<file path="src/rtl/core/dkis_pkg.sv">
// ----------------------------------------------------------------------------
// dkis_pkg
// Types and helpers used by the date key insertion sorter.
// ----------------------------------------------------------------------------
package dkis_pkg;

  localparam int MONTH_W = 4;
  localparam int DAY_W   = 5;
  localparam int TAG_W   = 4;
  localparam int KEY_W   = MONTH_W + DAY_W;

  typedef struct packed {
    logic [MONTH_W-1:0] due_month;
    logic [DAY_W-1:0]   due_day;
    logic [TAG_W-1:0]   record_tag;
    logic               last_in;
  } in_rec_t;

  typedef struct packed {
    logic [MONTH_W-1:0] sorted_month;
    logic [DAY_W-1:0]   sorted_day;
    logic [TAG_W-1:0]   sorted_tag;
    logic               last_out;
    logic               overflow;
  } out_rec_t;

  // One stored record, as it sits in the store memory.
  typedef struct packed {
    logic [MONTH_W-1:0] month;
    logic [DAY_W-1:0]   day;
    logic [TAG_W-1:0]   tag;
  } entry_t;

  localparam int ENTRY_W = $bits(entry_t);

  typedef enum logic [2:0] {
    S_IDLE,
    S_SHIFT_RD,
    S_SHIFT_CMP,
    S_WRITE_NEW,
    S_OUT_RD,
    S_OUT_LD
  } state_t;

  // Month is the major key, day the minor key.
  function automatic logic [KEY_W-1:0] key_of(entry_t e);
    key_of = {e.month, e.day};
  endfunction

endpackage

</file>
<file path="src/rtl/core/dkis_ram.sv">
// ----------------------------------------------------------------------------
// dkis_ram
// Generic simple dual-port RAM: one write port, one read port, registered read.
// ----------------------------------------------------------------------------
module dkis_ram #(
  parameter int WIDTH = 13,
  parameter int DEPTH = 16
) (
  input  logic                     clk,
  input  logic                     we,
  input  logic [$clog2(DEPTH)-1:0] waddr,
  input  logic [WIDTH-1:0]         wdata,
  input  logic                     re,
  input  logic [$clog2(DEPTH)-1:0] raddr,
  output logic [WIDTH-1:0]         rdata
);

  logic [WIDTH-1:0] mem [DEPTH];

  always_ff @(posedge clk) begin
    if (we) begin
      mem[waddr] <= wdata;
    end
    if (re) begin
      rdata <= mem[raddr];
    end
  end

endmodule

</file>
<file path="src/rtl/core/date_key_insertion_sorter.sv">
// ----------------------------------------------------------------------------
// date_key_insertion_sorter
// Stable insertion sort of dated records over a single record memory.
// ----------------------------------------------------------------------------
// Records arrive one transfer at a time and are inserted in key order
// (month, then day) into a MAX_ENTRIES deep memory; equal keys keep their
// arrival order. Inserting a record takes a read step and a compare step for
// each stored record that gets compared: every stored record with a larger
// key and, unless all are larger, the first one that is not. The memory has one
// read and one write port with a registered read, and one key comparator walks
// the store from the top down, moving one entry per step. When the record
// marked last arrives, every stored record is sent out in order, one memory
// read each, held back by out_stall, with last_out on the final one and
// overflow on all of them if records past capacity were dropped in that batch.
// A dropped record still ends the batch when it carries last_in. in_stall is
// high while a record is being inserted or a batch is being sent out.
// ----------------------------------------------------------------------------
module date_key_insertion_sorter
  import dkis_pkg::*;
#(
  parameter int MAX_ENTRIES = 16
) (
  input  logic     clk,
  input  logic     rst_n,
  input  logic     in_valid,
  output logic     in_stall,
  input  in_rec_t  in_data,
  output logic     out_valid,
  input  logic     out_stall,
  output out_rec_t out_data
);

  localparam int AW = $clog2(MAX_ENTRIES);
  localparam int CW = $clog2(MAX_ENTRIES + 1);

  state_t          state_r, state_nxt;
  logic [CW-1:0]   count_r, count_nxt;
  logic            ovf_r, ovf_nxt;
  logic [AW-1:0]   pos_r, pos_nxt;
  logic [AW-1:0]   k_r, k_nxt;
  entry_t          new_r, new_nxt;
  logic            last_r, last_nxt;
  logic            out_valid_r, out_valid_nxt;
  out_rec_t        out_data_r, out_data_nxt;

  logic            ram_we, ram_re;
  logic [AW-1:0]   ram_waddr, ram_raddr;
  entry_t          ram_wdata, ram_rdata;

  logic            in_xfer;
  logic            slot_free;
  logic            out_load;
  logic            out_is_last;
  logic            key_greater;

  assign in_stall  = (state_r != S_IDLE);
  assign in_xfer   = in_valid && !in_stall;
  assign out_valid = out_valid_r;
  assign out_data  = out_data_r;
  assign slot_free = !out_valid_r || !out_stall;

  // The single key comparator: a stored key strictly above the new one moves up.
  assign key_greater = key_of(ram_rdata) > key_of(new_r);
  assign out_is_last = (CW'(k_r) + CW'(1)) == count_r;

  dkis_ram #(
    .WIDTH(ENTRY_W),
    .DEPTH(MAX_ENTRIES)
  ) u_store (
    .clk  (clk),
    .we   (ram_we),
    .waddr(ram_waddr),
    .wdata(ram_wdata),
    .re   (ram_re),
    .raddr(ram_raddr),
    .rdata(ram_rdata)
  );

  always_comb begin
    state_nxt     = state_r;
    count_nxt     = count_r;
    ovf_nxt       = ovf_r;
    pos_nxt       = pos_r;
    k_nxt         = k_r;
    new_nxt       = new_r;
    last_nxt      = last_r;
    out_data_nxt  = out_data_r;
    out_load      = 1'b0;
    ram_we        = 1'b0;
    ram_re        = 1'b0;
    ram_waddr     = pos_r;
    ram_raddr     = pos_r - AW'(1);
    ram_wdata     = new_r;

    case (state_r)
      S_IDLE: begin
        if (in_xfer) begin
          new_nxt.month = in_data.due_month;
          new_nxt.day   = in_data.due_day;
          new_nxt.tag   = in_data.record_tag;
          last_nxt      = in_data.last_in;
          k_nxt         = '0;
          if (count_r == CW'(MAX_ENTRIES)) begin
            ovf_nxt   = 1'b1;
            state_nxt = in_data.last_in ? S_OUT_RD : S_IDLE;
          end else begin
            pos_nxt   = count_r[AW-1:0];
            state_nxt = (count_r == '0) ? S_WRITE_NEW : S_SHIFT_RD;
          end
        end
      end
      S_SHIFT_RD: begin
        ram_re    = 1'b1;
        state_nxt = S_SHIFT_CMP;
      end
      S_SHIFT_CMP: begin
        if (key_greater) begin
          ram_we    = 1'b1;
          ram_wdata = ram_rdata;
          pos_nxt   = pos_r - AW'(1);
          state_nxt = (pos_r == AW'(1)) ? S_WRITE_NEW : S_SHIFT_RD;
        end else begin
          state_nxt = S_WRITE_NEW;
        end
      end
      S_WRITE_NEW: begin
        ram_we    = 1'b1;
        count_nxt = count_r + CW'(1);
        state_nxt = last_r ? S_OUT_RD : S_IDLE;
      end
      S_OUT_RD: begin
        ram_re    = 1'b1;
        ram_raddr = k_r;
        state_nxt = S_OUT_LD;
      end
      S_OUT_LD: begin
        if (slot_free) begin
          out_load                  = 1'b1;
          out_data_nxt.sorted_month = ram_rdata.month;
          out_data_nxt.sorted_day   = ram_rdata.day;
          out_data_nxt.sorted_tag   = ram_rdata.tag;
          out_data_nxt.last_out     = out_is_last;
          out_data_nxt.overflow     = ovf_r;
          if (out_is_last) begin
            count_nxt = '0;
            ovf_nxt   = 1'b0;
            state_nxt = S_IDLE;
          end else begin
            k_nxt     = k_r + AW'(1);
            state_nxt = S_OUT_RD;
          end
        end
      end
      default: begin
        state_nxt = S_IDLE;
      end
    endcase

    if (out_load) begin
      out_valid_nxt = 1'b1;
    end else begin
      out_valid_nxt = out_valid_r && out_stall;
    end
  end

  always_ff @(posedge clk) begin
    if (!rst_n) begin
      state_r     <= S_IDLE;
      count_r     <= '0;
      ovf_r       <= 1'b0;
      pos_r       <= '0;
      k_r         <= '0;
      out_valid_r <= 1'b0;
    end else begin
      state_r     <= state_nxt;
      count_r     <= count_nxt;
      ovf_r       <= ovf_nxt;
      pos_r       <= pos_nxt;
      k_r         <= k_nxt;
      out_valid_r <= out_valid_nxt;
    end
  end

  always_ff @(posedge clk) begin
    new_r      <= new_nxt;
    last_r     <= last_nxt;
    out_data_r <= out_data_nxt;
  end

  // The fill count never passes the capacity of the store.
  a_count_bound: assert property (@(posedge clk) disable iff (!rst_n)
    count_r <= CW'(MAX_ENTRIES))
    else $error("entry count exceeds capacity");

  // A shift step always has an entry below the insertion point to read.
  a_shift_pos: assert property (@(posedge clk) disable iff (!rst_n)
    (state_r == S_SHIFT_RD) |-> (pos_r != '0))
    else $error("shift read with insertion point at the bottom");

  // While a batch is sent out, the read index stays inside the filled part.
  a_out_index: assert property (@(posedge clk) disable iff (!rst_n)
    (state_r == S_OUT_RD || state_r == S_OUT_LD) |-> (CW'(k_r) < count_r))
    else $error("output index beyond filled entries");

  // Sending the final result of a batch empties the store and clears overflow.
  a_batch_clear: assert property (@(posedge clk) disable iff (!rst_n)
    (state_r == S_OUT_LD && slot_free && out_is_last)
      |=> (count_r == '0 && !ovf_r && state_r == S_IDLE))
    else $error("store not emptied after batch");

  // An insertion ends with the fill count one higher.
  a_insert_count: assert property (@(posedge clk) disable iff (!rst_n)
    (state_r == S_WRITE_NEW) |=> (count_r == $past(count_r) + CW'(1)))
    else $error("insertion did not advance the fill count");

endmodule
</file>
<file path="config.mk">
export PLATFORM = sky130hd
export DESIGN_NAME = date_key_insertion_sorter
export DESIGN_NICKNAME = d
export VERILOG_FILES = /design/src/rtl/core/dkis_pkg.sv /design/src/rtl/core/dkis_ram.sv /design/src/rtl/core/date_key_insertion_sorter.sv
export SDC_FILE = /design/constraint.sdc
export NUM_CORES = 1
export LEC_CHECK = 0
export BUFFER_PORTS_ARGS = -buffer_cell sky130_fd_sc_hd__buf_2
export CORE_ASPECT_RATIO = 0.7
export CORE_UTILIZATION = 30
export CTS_CLUSTER_SIZE = 10
export DETAILED_ROUTE_END_ITERATION = 16
export PLACE_DENSITY = 0.53
export SLEW_MARGIN = 20
export SYNTH_ARGS = -nofsm -noshare
export SYNTH_HDL_FRONTEND = slang
export SYNTH_HIERARCHICAL = 1
export SYNTH_SLANG_ARGS = --single-unit
</file>
<file path="constraint.sdc">
create_clock -name clk -period 3.7 [get_ports clk]
set_clock_uncertainty 0.1 [all_clocks]
set_input_delay 0.185 -clock clk [delete_from_list [all_inputs] [get_ports clk]]
set_output_delay 0.185 -clock clk [all_outputs]
set_load 0.05 [all_outputs]
</file>
After elaboration in Yosys (flattened, before gate mapping)
Memories as Yosys holds them, arrays and structs flattened. A register that Yosys moved wholly into a read port is not among the register bits.
Cells that the tools add are included.
{"block": "op_classes", "add_sub_neg": 4, "mux": 37, "n_reduce_logical": 20, "magnitude_cmp": 1, "eq_ne": 15}
{"op": "2-to-1 mux 4 bit", "n": 7}
{"op": "2-to-1 mux 13 bit", "n": 2}
{"op": "2-to-1 mux 3 bit", "n": 6}
{"op": "one-hot mux 3 bit (6 select lines)", "n": 1}
{"op": "one-hot mux 4 bit (2 select lines)", "n": 2}
{"op": "inequality test 2 bit (second input constant)", "n": 7}
{"op": "2-to-1 mux 1 bit", "n": 11}
{"op": "2-to-1 mux 5 bit", "n": 2}
{"op": "one-hot mux 5 bit (2 select lines)", "n": 1}
{"op": "> comparator 9 bit", "n": 1}
{"op": "AND reduction 4 bit", "n": 2}
{"op": "== test 3 x 2 -> 1 bit (second input constant)", "n": 2}
{"op": "== test 3 bit (second input constant)", "n": 2}
{"op": "2-to-1 mux 2 bit", "n": 3}
{"op": "AND reduction 2 bit", "n": 3}
{"op": "nonzero test 2 bit", "n": 3}
{"op": "adder 4 x 1 -> 5 bit (second input constant)", "n": 1}
{"op": "adder 5 x 1 -> 5 bit (second input constant)", "n": 1}
{"op": "== test 5 bit", "n": 1}
{"op": "== test 5 bit (second input constant)", "n": 1}
{"op": "zero test 5 bit", "n": 1}
{"op": "AND reduction 5 bit", "n": 1}
{"op": "adder 4 x 1 -> 4 bit (second input constant)", "n": 1}
{"op": "== test 4 x 1 -> 1 bit (second input constant)", "n": 1}
{"op": "other kinds (10)", "n": 14}
{"block": "totals", "ramBits": 208, "out_inout_bits": 17, "reg_bits": 47, "n_memories": 1, "in_bits": 18, "wordCells": 93}
{"name": "u_store.mem", "words": 16, "word_bits": 13, "rd": 1, "rd_ports_with_merged_regs": 1, "wr": 1, "line": "dkis_ram.sv:18", "rtl": "logic [WIDTH-1:0] mem [DEPTH];"}

Longest topological paths before layout
{"block": "logic_depth", "depth_word": 5, "ltp_mapped": 10, "depth_no_buf": 9}

By module
The synthesis kept the hierarchy.
{"mod": "dkis_ram", "cells_each": 355, "n_inst": 1, "area_each_um2": 8373.0, "seq_area_each_um2": 6636.4}
{"mod": "date_key_insertion_sorter", "cells_each": 242, "n_inst": 1, "area_each_um2": 2617.5, "seq_area_each_um2": 1231.2}

Worst setup path after synthesis
Ideal clock, no wire load.
{"block": "synth_path", "kind": "register to register", "start": "register u_store.rdata[10] (read register of u_store.mem)", "end": "memory u_store.mem[0][0] (enable)", "setup_ns": 0.400, "path_buffers": 1, "period_less_slack_ns": 3.677, "setup_slack_ns": 0.023, "arrival_ns": 3.177, "path_stages_with_launch": 10, "path_cell_list": "edfxtp_1 > ha_1 > o21ai_0 > a21oi_1 > o21ai_0 > a21oi_2 > buf_4 > nand2b_1 > or3b_2 > nor3_1"}
{"block": "synth_between", "elab_chain_len": 5}
{"element": "from (decl)", "line": "dkis_ram.sv:15", "rtl": "output logic [WIDTH-1:0] rdata"}
{"element": "> comparator 9 bit", "line": "date_key_insertion_sorter.sv:63", "rtl": "assign key_greater = key_of(ram_rdata) > key_of(new_r);"}
{"element": "2-to-1 mux 1 bit", "line": "date_key_insertion_sorter.sv:117", "rtl": "if (key_greater) begin"}
{"element": "one-hot mux 1 bit (2 select lines)", "line": "date_key_insertion_sorter.sv:95", "rtl": "case (state_r)"}
{"element": "net ram_we", "line": "date_key_insertion_sorter.sv:46", "rtl": "logic ram_we, ram_re;"}
{"element": "2-to-1 mux 1 bit", "line": "dkis_ram.sv:21", "rtl": "if (we) begin"}
{"element": "2-to-1 mux 1 bit (implied by the code)", "line": "dkis_ram.sv:22", "rtl": "mem[waddr] <= wdata;"}
{"element": "to (decl)", "line": "dkis_ram.sv:18"}
The timed path passes the listed nets, and every way through them passes these cells.

Worst setup path after layout
{"block": "layout_path", "start": "register u_store.rdata[12] (read register of u_store.mem)", "end": "memory u_store.mem[1][7] (enable)"}
The elaborated chain is that of the path after synthesis.

==> results by group <==
Status
  – Status: complete, no violations

Power and ir drop
  – Sw frac: 26.7%
  – Clock Power Share: 33.7%
  – Net Switching: 2.03 mW
  – Leak: 4.40 nW
  – Pint: about 5.6 mW
  – Pwr dens: 588 mW/mm²
  – Sequential Power Share: 48.3%
  – Max VDD drop: 382 µV
  – Combinational share of power: 18.0%

Floorplanning
  – Die Width: 231 µm
  – # rows: 58
  – I/O pin count: 35
  – Die area: ~0.037 mm²
  – Core Footprint: 0.0360 mm²
  – Chip Height: 162 µm
  – Initial Util: just over 30%

Global routing
  – Vias in the first global route: around 5.8k
  – GR Util met3: 3.23%
  – GR Layer Usage met2: 20.1%
  – First-pass GRT wire length: 37.4 mm
  – Total GRT Usage: about 14%
  – Antenna violations before repair: 0
  – Largest net degree at the start of global routing: 53
  – Total gr overflow: 0
  – M1 GR Usage: ~20%
  – Busiest grt layer: met1

Yosys
  – Post-Syn Nets: 629
  – Synthesized area per cell: 18.4 µm²
  – Ys Warns: 6
  – Sequential area share after synthesis: 71.6%
  – Post-synth ARST share: 0%
  – Post-synth EDFFs: 250
  – Top_reg_cell synth: edfxtp_1
  – Post-Synthesis Cells: 597
  – Distinct cells, synth: 65
  – Yosys reg bits: between 200 and 300
  – Mapped Area: 0.0110 mm²

Final layout
  – Multi-input logic area: 0.00293 mm²
  – Fraction of layout cells with a size suffix above 1: 22.7%
  – Final nets: about 720
  – # fillers: 3407
  – Register Area: 0.00787 mm²
  – P&R area growth vs syn: 17.6%
  – Final non-filler cell total: ~1.2k
  – ANT cells: 0

Worst setup path
  – Crit-path cells: ha_1 -> nand2_1 -> a21oi_1 -> o21ai_0 -> a21oi_2 -> nand2b_1 -> or3b_2 -> nor2_1 -> buf_4
  – Crit start category: register
  – Critical path depth in cells: 9
  – Crit Path Class: register to register
  – Max incr delay on CP: ~0.53 ns
  – CP required: 3.85 ns
  – Slowest CP cell: or3b_2
  – R2r worst-path depth: 9
  – Top cell family by delay on the critical path: simple AND/OR/NAND/NOR gates
  – CP max FO: 13
  – CP arrival: roughly 3.3 ns
  – Worst Path Buf+Inv: 1
  – Worst Setup End Kind: register

Placed design
  – RD Place Congestion: 0.826
  – Post-DP HPWL: 16.3 mm
  – Placed insts: 1122
  – Buffers on Ports: 34
  – Place WS: 0.623 ns

STA
  – RSZ-0062 raised after global routing: false
  – Tightest Pin Transition: about 0.83 ns
  – Post-layout min period: between 3 and 4 ns
  – Final TNS setup: 0 ns
  – Fmax: 0.322 GHz
  – Max-slew violations: 0
  – Final Cycle Share: between 80% and 90%
  – Hold_ws: 0.219 ns
  – Setup violations, final: 0
  – Final Hold Viols: 0
  – Min setup slack post-route: around 0.59 ns
  – Relative slew slack: 44.5%

Drt
  – Remaining DRCs: 0
  – DRT Wirelength: around 25 mm
  – DR vias/cell: 4.95
  – Total number of vias: 5848
  – Initial DRC Count: 503
  – ANT nets after route: 0
  – TritonRoute pass-1 iters: 5
  – WL/cell: 21.3 µm

CTS
  – Worst-path clk slew: 0.06 ns
  – CTS tree: done
  – CTS HTree Levels: 1
  – Clock sinks: 268
  – Postcts setup bufs: 0
  – Clk_lat worst skew: 0.57 ns
  – Max Buffers Root-to-Sink: 3
  – Root Driver: clkbuf_16
  – TritonCTS Buffers: 30

Job
  – Max-Cap Viols: 0

Worst hold path
  – HP Class: input port to register
  – Hold Path Cell Cnt: 2
==> synthesized netlist by cell type (5+ instances only) <==
master    count  area share [%]
edfxtp_1    250              68
dfxtp_1      18             3.3
nand3_1       5            0.23
buf_6         6            0.61
mux4_2       28             5.7
xnor2_1       6            0.48
a22oi_1      26             1.8
nor3b_1       5            0.34
nand2b_1      6            0.34
nor3_1        8            0.36
o21ai_0       7            0.32
a21oi_1      15            0.68
mux4_1       24             5.7
ha_1         14             1.6
a211oi_1      5            0.34
nand2_1      29            0.99
clkbuf_1     10            0.34
nor2_1       25            0.85
mux2_2       13             1.3
inv_1        20            0.68
==> final timing paths <==
check | start | to | slack, ns
worst min register to register | ovf_r | out_data[0] | 0.33
worst max-delay path | u_store/rdata[12] | u_store/mem[1][7] | 0.59
worst min-delay path | in_data[7] | new_r[6] | 0.22
worst max register to register | u_store/rdata[12] | u_store/mem[1][7] | 0.59
==> registers in the layout (all words and copies together), names as in the netlist <==
name,flops
out_valid,1
pos_r,4
state_r,3
k_r,4
ovf_r,1
new_r,13
count_r,5
u_store/mem,208
out_data,15
last_r,1
u_store/rdata,13
==> power by group through the flow <==
stage	clock, mW	combinational [mW]	sequential, mW
2_1_floorplan	0	0.924	3.70
3_3_place_gp	0	1.34	3.73
3_5_place_dp	0	1.37	3.73
4_1_cts	2.62	1.39	3.67
5_1_grt	2.72	1.49	3.68
6_report	2.56	1.37	3.67
==> metrics by stage <==
step | cell area [µm²] | total power [mW] | util, %
after CTS | 12900 | 7.67 | 35.9
after floorplan | 11000 | 4.63 | -
after global placement | 11900 | 5.07 | 33.2
after global routing | 12900 | 7.88 | 35.9
final | 12900 | 7.60 | 35.9
after detailed placement | 11900 | 5.10 | 33.2
==> worst reg2reg max path, stage by stage (launching register included) <==
cell      delay, ns
edfxtp_1       0.42
ha_1           0.31
nand2_1        0.17
a21oi_1        0.26
o21ai_0        0.22
a21oi_2        0.19
nand2b_1       0.18
or3b_2         0.53
nor2_1         0.15
buf_4          0.27
==> cell usage in the layout, fill, tap and decap left out, types with 17 or more instances in the layout <==
cell type | netlist | layout
buf_4 | 4 | 33
clkbuf_16 | 0 | 30
nor2_1 | 25 | 25
mux4_2 | 28 | 28
dfxtp_1 | 18 | 18
buf_2 | 4 | 34
edfxtp_1 | 250 | 250
a22oi_1 | 26 | 26
inv_1 | 20 | 20
dlygate4sd3_1 | 0 | 17
mux4_1 | 24 | 24
nand2_1 | 29 | 29
==> logic make-up after synthesis <==
| family | synth area share [%] |
|---|---|
| and+or+nand+nor | 5.25 |
| muxes | 12.9 |
| DFF | 71.6 |
| AOI/OAI and AO/OA | 5.78 |
| buffers and inverters | 2.17 |
| adders and majority gates | 1.59 |
| xor gates and xnor gates | 0.717 |
==> cell type report <==
class / instances / share of cell area [%]
inverter: 22 / 0.649
multi-input combinational: 283 / 22.7
timing repair buffer: 86 / 4.86
clock buffer: 40 / 6.10
clock inverter: 2 / 0.155
tap: 480 / 4.65
sequential: 268 / 60.9
==> metal layers <==
| layer | vias to the layer above | wire length (µm) |
|---|---|---|
| met5 | - | 0 |
| met4 | 0 | 401 |
| met3 | 38 | 1580 |
| met2 | 186 | 10900 |
| met1 | 3004 | 12300 |
| li1 | 2620 | - |
==> what timing repair did <==
| action | CTS | global route |
|---|---|---|
| hold endpoints to repair | 26 | 0 |
| hold buffers | 17 | 0 |
| gates resized for setup | 0 | 0 |
Note: power is estimated with default switching activity, not from simulation.
